File: src/hw/rtl/evm_fifo.sv
// ============================================================================
// evm_fifo
// Small register queue with first-word fall-through output.
// ============================================================================
`default_nettype none

module evm_fifo #(
    parameter int WIDTH = 8,
    parameter int DEPTH = 4
) (
    input  logic             clk,
    input  logic             rst_n,
    input  logic             push,
    output logic             full,
    input  logic [WIDTH-1:0] din,
    input  logic             pop,
    output logic             empty,
    output logic [WIDTH-1:0] dout
);

    localparam int AW = (DEPTH > 1) ? $clog2(DEPTH) : 1;

    logic [WIDTH-1:0] mem_reg [DEPTH];
    logic [AW-1:0]    wr_ptr_reg;
    logic [AW-1:0]    rd_ptr_reg;
    logic [AW:0]      count_reg;
    logic             do_push;
    logic             do_pop;

    assign full    = (count_reg == (AW + 1)'(DEPTH));
    assign empty   = (count_reg == '0);
    assign do_push = push && !full;
    assign do_pop  = pop && !empty;
    assign dout    = mem_reg[rd_ptr_reg];

    always_ff @(posedge clk) begin
        if (do_push) begin
            mem_reg[wr_ptr_reg] <= din;
        end
    end

    always_ff @(posedge clk or negedge rst_n) begin
        if (!rst_n) begin
            wr_ptr_reg <= '0;
            rd_ptr_reg <= '0;
            count_reg  <= '0;
        end
        else begin
            if (do_push) begin
                wr_ptr_reg <= (wr_ptr_reg == AW'(DEPTH - 1)) ? '0 : wr_ptr_reg + 1'b1;
            end
            if (do_pop) begin
                rd_ptr_reg <= (rd_ptr_reg == AW'(DEPTH - 1)) ? '0 : rd_ptr_reg + 1'b1;
            end
            if (do_push && !do_pop) begin
                count_reg <= count_reg + 1'b1;
            end
            else if (do_pop && !do_push) begin
                count_reg <= count_reg - 1'b1;
            end
        end
    end

endmodule

`default_nettype wire

File: config.mk
export PLATFORM = sky130hd
export DESIGN_NAME = evm_fifo
export DESIGN_NICKNAME = d
export VERILOG_FILES = /design/src/hw/rtl/evm_fifo.sv
export SDC_FILE = /design/constraint.sdc
export NUM_CORES = 1
export LEC_CHECK = 0
export BUFFER_PORTS_ARGS = -buffer_cell sky130_fd_sc_hd__buf_2
export CAP_MARGIN = 0
export CELL_PAD_IN_SITES_DETAIL_PLACEMENT = 1
export CELL_PAD_IN_SITES_GLOBAL_PLACEMENT = 1
export CORE_MARGIN = 2
export CORE_UTILIZATION = 48
export DETAILED_ROUTE_END_ITERATION = 16
export PLACE_DENSITY_LB_ADDON = 0.2
export SYNTH_ARGS = -nofsm -noshare
export SYNTH_HDL_FRONTEND = slang
export SYNTH_SLANG_ARGS = --single-unit
File: constraint.sdc
create_clock -name clk -period 2.5 [get_ports clk]
set_input_delay 0 -clock clk [delete_from_list [all_inputs] [get_ports clk]]
set_output_delay 0 -clock clk [all_outputs]
set_load 0.005 [all_outputs]
==> results of run 1 <==
[cell usage in the layout, fill, tap and decap left out]
master	synthesis	routed
xnor2_1	1	1
edfxtp_1	32	32
nor2_1	3	3
clkinvlp_4	0	1
mux2_2	3	3
mux4_2	8	8
buf_2	1	21
dfrtp_1	7	7
nor3b_4	1	1
dlygate4sd3_1	0	10
clkbuf_4	0	5
nor3_1	1	1
ha_1	6	6
inv_1	3	3
and2_2	4	4
bufinv_16	0	2
xor2_1	2	2
fa_1	1	1
nand2b_4	1	1
mux2_4	2	2
nor2b_2	1	1
[final timing paths]
check | slack (ps) | depth (start not counted) | to | start
worst max-delay path | 410 | 8 | count_reg[2]$_DFFE_PN0P_ | count_reg[1]$_DFFE_PN0P_
worst min-delay path | 20 | 3 | rd_ptr_reg[1]$_DFFE_PN0P_ | pop
worst max register to register | 410 | 8 | count_reg[2]$_DFFE_PN0P_ | count_reg[1]$_DFFE_PN0P_
worst min register to register | 500 | 1 | count_reg[2]$_DFFE_PN0P_ | count_reg[2]$_DFFE_PN0P_
max in group asynchronous | 1650 | 3 | rd_ptr_reg[0]$_DFFE_PN0P_ | rst_n
min in group asynchronous | 600 | 3 | count_reg[0]$_DFFE_PN0P_ | rst_n
[cell usage after synthesis]
| master | number | area, um2 |
|---|---|---|
| mux2_2 | 3 | 33.78 |
| dfrtp_1 | 7 | 175.2 |
| nor2b_2 | 1 | 8.760 |
| fa_1 | 1 | 20.02 |
| edfxtp_1 | 32 | 960.9 |
| buf_1 | 1 | 3.750 |
| mux2_4 | 2 | 30.03 |
| xnor2_1 | 1 | 8.760 |
| xor2_1 | 2 | 17.52 |
| ha_1 | 6 | 75.07 |
| nor3_1 | 1 | 5.000 |
| and2_2 | 4 | 30.03 |
| nand2b_4 | 1 | 13.76 |
| nor2_1 | 3 | 11.26 |
| buf_6 | 1 | 11.26 |
| inv_1 | 3 | 11.26 |
| mux4_2 | 8 | 180.2 |
| buf_2 | 1 | 5.000 |
| nor3b_4 | 1 | 18.77 |
[timing repair]
action	in CTS	in global routing
buffers inserted	0	0
hold endpoints to repair	39	0
hold buffers	10	0
[metrics by stage]
step           total power, W  util, %  std cells  cell area, um2  worst slack (ps)
2_1_floorplan        0.001482        -         79            1620             561.6
3_3_place_gp         0.001667    53.68        143            1763             535.0
3_5_place_dp         0.001710    53.68        143            1763             447.9
4_1_cts              0.002241    59.92        161            1968             389.1
5_1_grt              0.002323    59.92        161            1968             247.2
6_report             0.002204    59.92        161            1968             409.2
[layout make-up]
class	instances	area [um2]
fill	311	1316
sequential	39	1136
multi-input combinational	34	452.9
timing repair buffer	31	205.2
clock inverter	3	67.56
tap	46	57.56
clock buffer	5	37.54
inverter	3	11.26
[logic make-up (layout without fill, tap and decap cells)]
logic type               after synthesis  in the layout  synth area share (%)
flip-flops                            39             39                 70.12
buffers and inverters                  6             42                 1.930
multiplexers                          13             13                 15.06
adder cells (fa/ha/maj)                7              7                 5.869
XOR/XNOR                               3              3                 1.622
AND/OR/NAND/NOR                       11             11                 5.405
[power breakdown]
| part | internal [W] | switching (W) |
|---|---|---|
| Combinational | 0.000391 | 0.000261 |
| Sequential | 0.000878 | 0.000157 |
| Clock | 0.000311 | 0.000207 |
| Total | 0.00158 | 0.000625 |
[layer usage]
metal	up-vias	share of wire [%]
li1	370	-
met1	420	44
met2	20	50
met3	7	4.0
met4	0	2.0
met5	-	0
[critical path, stage by stage (launching register included)]
cell      delay (ps)
dfrtp_1          470
nor3_1           310
nand2b_4         210
ha_1             190
inv_1             60
fa_1             370
xor2_1           150
nor2_1           110
xor2_1           150
==> impl_results.md, run 1 <==
- Final #Nets: 133
- Worst clock skew: 5.207 ps
- Initial Utilization: 49.33%
- H-tree level count: 2
- Wirelength per Cell: 16.79 um
- DIE AREA: 3856 um2
- Max IR drop VDD: 618.7 uV
- TritonCTS Buffers: 5
- Gr usage total: 15.72%
- Worst Path Max Fanout: 4
- RSZ-0062 raised after global routing: false
- Busiest grt layer: met2
- Max-cap check violation count: 0
- CTS tree: done
- Die W: 62.10 um
- Syn nets: 98
- Detailed Route WL: 2703 um
- Critical Path AT: 2370 ps
- Worst setup path class: flip-flop to flip-flop
- Gates resized, CTS repair: 0
- CP endpoint kind: flip-flop
- Leak pwr: 0.7468 nW
- Antenna diodes: 0
- Initial antenna violation count: 0
- FP Rows: 21
- Setup tns final: 0 ps
- Clock Tree Root: clkbuf_4
- Req. time, crit path: 2780 ps
- First-pass GRT wire length: 4374 um
- IO buf count: 21
- Synth cell types: 19
- Routability cong.: 0.6784
- Avg Inst Size Synth: 20.51 um2
- Clk pin slew, worst setup/hold paths: 110 ps
- First drt pass iteration count: 4
- Max reg flops: 32
- Slew HR: 60.61%
- HPWL after detailed placement: 1781 um
- Fmax: 478.3 MHz
- DR vias/cell: 5.075
- Largest net degree at the start of global routing: 14
- Number of global-route vias before repair: 890
- Cells after Synth: 79
- Share of layout cells above drive strength 1: 42.61%
- Met1 Use GR: 18.81%
- M3 GR Usage: 5.254%
- Worst-Skew Late Latency: 350 ps
- Clk sink count: 39
- Synth Warn #: 0
- # DRC: 0
- Tmin final: 2091 ps
- Area of the core: 3284 um2
- Worst-margin pin slew: 590.8 ps
- Synth Register Bits: 39
- Number of routed nets with antenna violations: 0
- # IOs: 22
- P per Cell Area: 1120 nW/um2
- Hold Crit Class: primary input to flip-flop
- Met2 Use GR: 25.82%
- Die Y: 62.10 um
- Finish-stage setup viols: 0
- Worst-case clock buffer depth: 2
- Status: finished clean
- Crit share post-route: 83.63%
- Seq/Total Area, Yosys: 70.12%
- Hold WS: 16.63 ps
- Final Hold Fails: 0
- Global route total overflow: 0
- Element type at the critical path start: flip-flop
- Via count: 817
- Area Overhead vs Synth: 21.47%
- 1st-iter DRT viols: 25
- Syn Std Cell Area: 1620 um2
- Fin. max-slew vios: 0
No activity file was read; power rests on OpenSTA's default activity.
==> inputs of run 2 (changes only) <==
--- a/config.mk
+++ b/config.mk
@@ -5,12 +5,13 @@
 export SDC_FILE = /design/constraint.sdc
 export NUM_CORES = 1
 export LEC_CHECK = 0
+export ABC_AREA = 1
 export BUFFER_PORTS_ARGS = -buffer_cell sky130_fd_sc_hd__buf_2
 export CAP_MARGIN = 0
 export CELL_PAD_IN_SITES_DETAIL_PLACEMENT = 1
 export CELL_PAD_IN_SITES_GLOBAL_PLACEMENT = 1
 export CORE_MARGIN = 2
-export CORE_UTILIZATION = 48
+export CORE_UTILIZATION = 40
 export DETAILED_ROUTE_END_ITERATION = 16
 export PLACE_DENSITY_LB_ADDON = 0.2
 export SYNTH_ARGS = -nofsm -noshare
==> constraint.sdc (replaced) <==
create_clock -name clk -period 1.68 [get_ports clk]
set_input_delay 0 -clock clk [delete_from_list [all_inputs] [get_ports clk]]
set_output_delay 0 -clock clk [all_outputs]
set_load 0.005 [all_outputs]
==> run 2 against run 1 <==
Net effect: fmax is 27% higher; cell count up 63%; sequential share of layout area is 8.0 points lower; largest cell class unchanged; wire length up 40%; sequential cell count is the same; setup slack got worse by 380 ps.
==> impl_results.md, run 2 <==
- Status: finished clean
- Seq/Total Area, Yosys: 64.58%
- Share of layout cells above drive strength 1: 32.38%
- Worst Hold Launch: push
- Cell Int Power: 0.002334 W
- Initial antenna violation count: 0
- Largest family of logic cells by synthesized area: simple AND/OR/NAND/NOR gates
- Area of the core: 4294 um2
- Cells after Synth: 154
- H-tree level count: 2
- Reg2Reg Depth: 9
- M3 GR Usage: 3.463%
- Leak pwr: 1.030 nW
- Clk sink count: 39
- DR vias/cell: 4.744
- HPWL after detailed placement: 2485 um
- Area share of the largest cell type after synthesis: 54.62%
- Post-synthesis xor/xnor area fraction: 0.4979%
- Synth Register Bits: 39
- P per Cell Area: 1613 nW/um2
- Worst Path Max Fanout: 2
- TritonCTS Buffers: 5
- Routability cong.: 0.6952
- Largest net degree at the start of global routing: 33
- Placement Setup Slack: -65.17 ps
- Hold WS: 4.508 ps
- # IOs: 22
- Tmin final: 1650 ps
- Synth area leaders: edfxtp_1 55%, dfrtp_1 10%, nand2_1 8.1%
- 1st-iter DRT viols: 74
- Clk pin slew, worst setup/hold paths: 70 ps
- Most common cell in the netlist: nand2_1
- Element type at the critical path start: flip-flop
- Flop-to-flop setup slack: 30 ps
- Area Overhead vs Synth: 29.87%
- Switching pwr: 0.001350 W
- Initial Utilization: 40.97%
- Synth cell types: 16
- Simple-gate share of the synthesized area: 12.09%
- # DRC: 0
- Synth Warn #: 0
- Antenna diodes: 0
- Busiest grt layer: met2
- Via count: 1243
- Final #Nets: 229
- Max IR drop VDD: 727.3 uV
- Seq pwr share: 38.7%
- DIE AREA: 4944 um2
- Met2 Use GR: 30.50%
- Number of synthesized flops with an enable pin: 32
- Most frequent cells in the layout: 33 x nand2_1, 32 x edfxtp_1, 26 x inv_1, 22 x buf_4, 21 x buf_2
- Most common library cells after synthesis: 38 x nand2_1, 32 x edfxtp_1, 31 x inv_1
- Finish-stage setup viols: 0
- Max-cap check violation count: 0
- Wirelength per Cell: 14.48 um
- Pwr Total: 0.003685 W
- Avg Inst Size Synth: 11.42 um2
- Sw frac: 36.64%
- Commonest non-fill, non-tap cell in the layout: nand2_1
- WHS Endpoint: wr_ptr_reg[0]$_DFFE_PN0P_
- Syn nets: 173
- Fmax: 605.9 MHz
- Worst-margin pin slew: 325.0 ps
- Worst-Skew Late Latency: 280 ps
- CTS tree: done
- Worst clock skew: 6.349 ps
- Number of global-route vias before repair: 1350
- Ys async rst share: 17.95%
- Main synth FF type: edfxtp_1
- Worst setup path class: flip-flop to flip-flop
- Clock network power share: 15.5%
- Global route total overflow: 0
- Req. time, crit path: 1850 ps
- Hold Crit Class: primary input to flip-flop
- Power share of the combinational group: 45.7%
- Worst-case clock buffer depth: 2
- FP Rows: 24
- CP endpoint kind: flip-flop
- Critical Path AT: 1820 ps
- Post-synthesis compound-gate area fraction: 7.397%
- Post-route setup slack: 29.62 ps
- Reg2reg start: count_reg[0]$_DFFE_PN0P_
- Max reg flops: 32
- Proportion of synthesized area in mux cells: 0%
- Fin. max-slew vios: 0
- Worst hold path cell count: 3
- RR Endpoint: count_reg[1]$_DFFE_PN0P_
- Final Hold Fails: 0
- Syn Std Cell Area: 1759 um2
- Met1 Use GR: 18.12%
- Die Y: 70.32 um
- Crit share post-route: 98.24%
- Clock Tree Root: clkbuf_8
- IO buf count: 21
- Gr usage total: 16.51%
- First drt pass iteration count: 3
- Detailed Route WL: 3795 um
- Yosys top cell by area: edfxtp_1
- Number of routed nets with antenna violations: 0
- Post-Synth Adder-Cell Area: 5.405%
- Slew HR: 78.31%
- First-pass GRT wire length: 6120 um
- Die W: 70.32 um
run 2: critical path, stage by stage (launching register included):
cell and delay, ps:
dfrtp_1 400, inv_2 90, nand3_2 100, nand2_2 90, inv_2 50, ha_4 160
inv_4 60, fa_2 430, nand2_1 90, o21ai_1 60
run 2: kinds of logic after synthesis:
group	Yosys count
buf+inv	37
simple gates	53
compound gates	17
fa+ha+maj	7
flops	39
xor+xnor	1
run 2: layout make-up:
type                            count  area, um2
Timing Repair Buffer               54      381.6
Tap cell                           52      65.06
Clock inverter                      2      8.758
Inverter                           32      122.6
Clock buffer                        5      68.82
Multi-Input combinational cell     78      501.7
Sequential cell                    39       1136
Fill cell                         483       2009
run 2: metrics by stage:
| step | instance area, um2 | instances | utilization [%] | TNS (ps) |
|---|---|---|---|---|
| 3_5_place_dp | 1961 | 233 | 45.66 | -110.0 |
| 4_1_cts | 2208 | 258 | 51.43 | 0 |
| 2_1_floorplan | 1764 | 154 | - | 0 |
| 3_3_place_gp | 1961 | 233 | 45.66 | 0 |
| 5_1_grt | 2285 | 262 | 53.21 | -55.47 |
| 6_report | 2285 | 262 | 53.21 | 0 |
run 2: worst max-delay path by stage:
stage                                  start                        to  slack, ps  cells past startpoint
global route        count_reg[1]$_DFFE_PN0P_  count_reg[1]$_DFFE_PN0P_        -30                      9
floorplan           count_reg[0]$_DFFE_PN0P_  count_reg[1]$_DFFE_PN0P_         20                      9
CTS                 count_reg[0]$_DFFE_PN0P_  count_reg[1]$_DFFE_PN0P_          2                      9
detailed placement  count_reg[1]$_DFFE_PN0P_  count_reg[2]$_DFFE_PN0P_        -70                     10
finish              count_reg[0]$_DFFE_PN0P_  count_reg[1]$_DFFE_PN0P_         30                      9
global placement    count_reg[1]$_DFFE_PN0P_  count_reg[1]$_DFFE_PN0P_         70                      9
run 2: timing repair:
action                                  CTS  global route
endpoints found under the setup margin    2             4
gates resized for setup                   5            15
gates cloned                              0             0
hold buffers                             10             0
pin swaps                                 2             6
setup buffers                             8             5
endpoints found under the hold margin    41             0
run 2: power groups by stage:
stage / Sequential [W] / Combinational [W] / Clock, W
4_1_cts: 0.00142 / 0.00153 / 0.000588
2_1_floorplan: 0.00141 / 0.000935 / 0
6_report: 0.00143 / 0.00168 / 0.000573
3_3_place_gp: 0.00142 / 0.00128 / 0
3_5_place_dp: 0.00144 / 0.00139 / 0
5_1_grt: 0.00145 / 0.00190 / 0.000623
run 2: per-layer routing:
layer  vias up  share of wire [%]  wire (um)
li1        616                  -          -
met1       604                 40       1526
met2        17                 56       2130
met3         6                2.2         84
met4         0                1.4         54
met5         -                  0          0
==> inputs of run 3 (changes only) <==
--- a/config.mk
+++ b/config.mk
@@ -14,6 +14,7 @@
 export CORE_UTILIZATION = 40
 export DETAILED_ROUTE_END_ITERATION = 16
 export PLACE_DENSITY_LB_ADDON = 0.2
+export SETUP_SLACK_MARGIN = 0.4
 export SYNTH_ARGS = -nofsm -noshare
 export SYNTH_HDL_FRONTEND = slang
 export SYNTH_SLANG_ARGS = --single-unit
==> run 3 against run 2 <==
Net effect: power is 7.7% higher; largest cell class unchanged; via count up 2.6%; setup slack worse by 18 ps; sequential share of layout area shrank 2.5 points; sequential cell count unchanged; critical endpoint unchanged; count of clock-buffer cells in the layout stayed put; design area grew 5.5%.
==> impl_results.md, run 3 (synthesis results as in run 2) <==
- Status: finished clean
- Filler cells: 468
- Final Hold Fails: 0
- Worst setup path class: flip-flop to flip-flop
- Worst clock skew: 7.543 ps
- Placed insts: 230
- Met1 Use GR: 19.40%
- P per Cell Area: 1646 nW/um2
- Final instance area: 2411 um2
- Slew HR: 83.04%
- Initial antenna violation count: 0
- DIE AREA: 4944 um2
- Req. time, crit path: 1890 ps
- Clock Tree Root: clkbuf_8
- WHS Endpoint: wr_ptr_reg[0]$_DFFE_PN0P_
- Fin. max-slew vios: 0
- CP endpoint kind: flip-flop
- Max-cap check violation count: 0
- Leak pwr: 1.050 nW
- Worst hold path cell count: 3
- Met2 Use GR: 32.70%
- Worst-margin pin slew: 254.4 ps
- Multi-input logic area: 541.8 um2
- IO buf count: 21
- Area of the core: 4294 um2
- Crit share post-route: 99.33%
- Wirelength per Cell: 15.02 um
- Busiest grt layer: met2
- Register Area: 1139 um2
- Reg2Reg Depth: 8
- Max IR drop VDD: 650.0 uV
- Worst-case clock buffer depth: 2
- RSZ-0062 raised after global routing: true
- Flop-to-flop setup slack: 10 ps
- CP max stage cell: fa_2
- Number of global-route vias before repair: 1363
- Hold Crit Class: primary input to flip-flop
- CTS tree: done
- 1st-iter DRT viols: 115
- Final #Nets: 230
- M3 GR Usage: 5.483%
- FP Rows: 24
- Commonest non-fill, non-tap cell in the layout: nand2_1
- Gr usage total: 17.97%
- RR Endpoint: count_reg[1]$_DFFE_PN0P_
- Initial Utilization: 40.97%
- Largest net degree at the start of global routing: 25
- Routability cong.: 0.7546
- Number of routed nets with antenna violations: 0
- Worst-Skew Late Latency: 290 ps
- Via count: 1275
- Detailed Route WL: 3966 um
- Antenna diodes: 0
- Slowest stage delay, CP: 510 ps
- H-tree level count: 2
- DR vias/cell: 4.830
- First-pass GRT wire length: 6548 um
- # DRC: 0
- Pwr Total: 0.003969 W
- Instance area at placement: 1986 um2
- Worst Path Max Fanout: 4
- TritonCTS Buffers: 5
- CP most frequent cell: inv_2
- Non-filler cells, final: 264
- First drt pass iteration count: 4
- Reg2reg start: count_reg[1]$_DFFE_PN0P_
- Die W: 70.32 um
- Clk pin slew, worst setup/hold paths: 80 ps
- Worst Hold Launch: push
- Tmin final: 1669 ps
- Max reg flops: 32
- Share of layout cells above drive strength 1: 35.38%
- Cell breakdown of the critical path: inv_2 > nand3_4 > nand2_4 > ha_4 > inv_2 > fa_2 > nand2_1 > o21ai_1
- Hold WS: 12.07 ps
- # IOs: 22
- Finish-stage setup viols: 0
- Most frequent cells in the layout: 34 x nand2_1, 32 x edfxtp_1, 25 x inv_1, 21 x buf_2, 15 x o211ai_1
- Element type at the critical path start: flip-flop
- HPWL after detailed placement: 2589 um
- Die Y: 70.32 um
- Global route total overflow: 0
- Fmax: 599.3 MHz
- Finished Core Util: 56.15%
- Area Overhead vs Synth: 37.06%
- Clk sink count: 39
- Critical Path AT: 1880 ps
[run 3: cell count changes in the layout (fill, tap and decap cells not counted), sizes merged]
| cell | previous run | this run |
|---|---|---|
| clkinvlp | 0 | 3 |
| clkinv | 2 | 1 |
| dlygate4sd3 | 10 | 11 |
| inv | 32 | 31 |
[run 3: through the flow]
step	setup slack [ps]	TNS [ps]
2_1_floorplan	102.8	0
3_3_place_gp	78.57	0
3_5_place_dp	-46.10	-47.95
4_1_cts	34.50	0
5_1_grt	-70.99	-134.5
6_report	11.26	0
[run 3: critical path: cells and delay by family (launching register included)]
family	cells	cell delay (ps)
fa+ha+maj	2	650
compound gates	1	90
buf+inv	2	160
simple gates	3	260
flops	1	410
[run 3: final cells by class]
| type | count | area share (%) |
|---|---|---|
| Tap cell | 52 | 2.698 |
| Inverter | 32 | 5.241 |
| Multi-Input combinational cell | 78 | 22.47 |
| Sequential cell | 39 | 47.22 |
| Clock inverter | 3 | 0.8303 |
| Timing Repair Buffer | 55 | 18.68 |
| Clock buffer | 5 | 2.854 |
[run 3: worst max-delay path by stage]
stage                     slack [ps]                        to  cells after the start                      from
after floorplan                  100  count_reg[1]$_DFFE_PN0P_                      9  count_reg[0]$_DFFE_PN0P_
after global placement            80  count_reg[2]$_DFFE_PN0P_                     10  count_reg[2]$_DFFE_PN0P_
after detailed placement         -50  count_reg[1]$_DFFE_PN0P_                      8  count_reg[2]$_DFFE_PN0P_
after CTS                         30  count_reg[1]$_DFFE_PN0P_                      9  count_reg[2]$_DFFE_PN0P_
after global routing             -70  count_reg[1]$_DFFE_PN0P_                      8  count_reg[1]$_DFFE_PN0P_
final                             10  count_reg[1]$_DFFE_PN0P_                      8  count_reg[1]$_DFFE_PN0P_
[run 3: what timing repair did]
action | 4_1_cts | 5_1_grt
hold buffers | 11 | 0
pin swaps | 14 | 13
setup endpoints to repair | 42 | 42
buffers inserted | 9 | 6
resized for setup | 25 | 9
hold endpoints to repair | 42 | 0
[run 3: layer usage]
metal | vias up | share of wire, %
met5 | - | 0
met4 | 0 | 2.1
met1 | 620 | 40
met3 | 9 | 3.2
li1 | 620 | -
met2 | 26 | 55
[run 3: where the power goes]
group | leakage (nW) | internal [W] | switching, W | total, W
logic | 0.634 | 0.000894 | 0.000989 | 0.00188
registers | 0.376 | 0.00130 | 0.000155 | 0.00146
clock network | 0.0402 | 0.000289 | 0.000339 | 0.000627
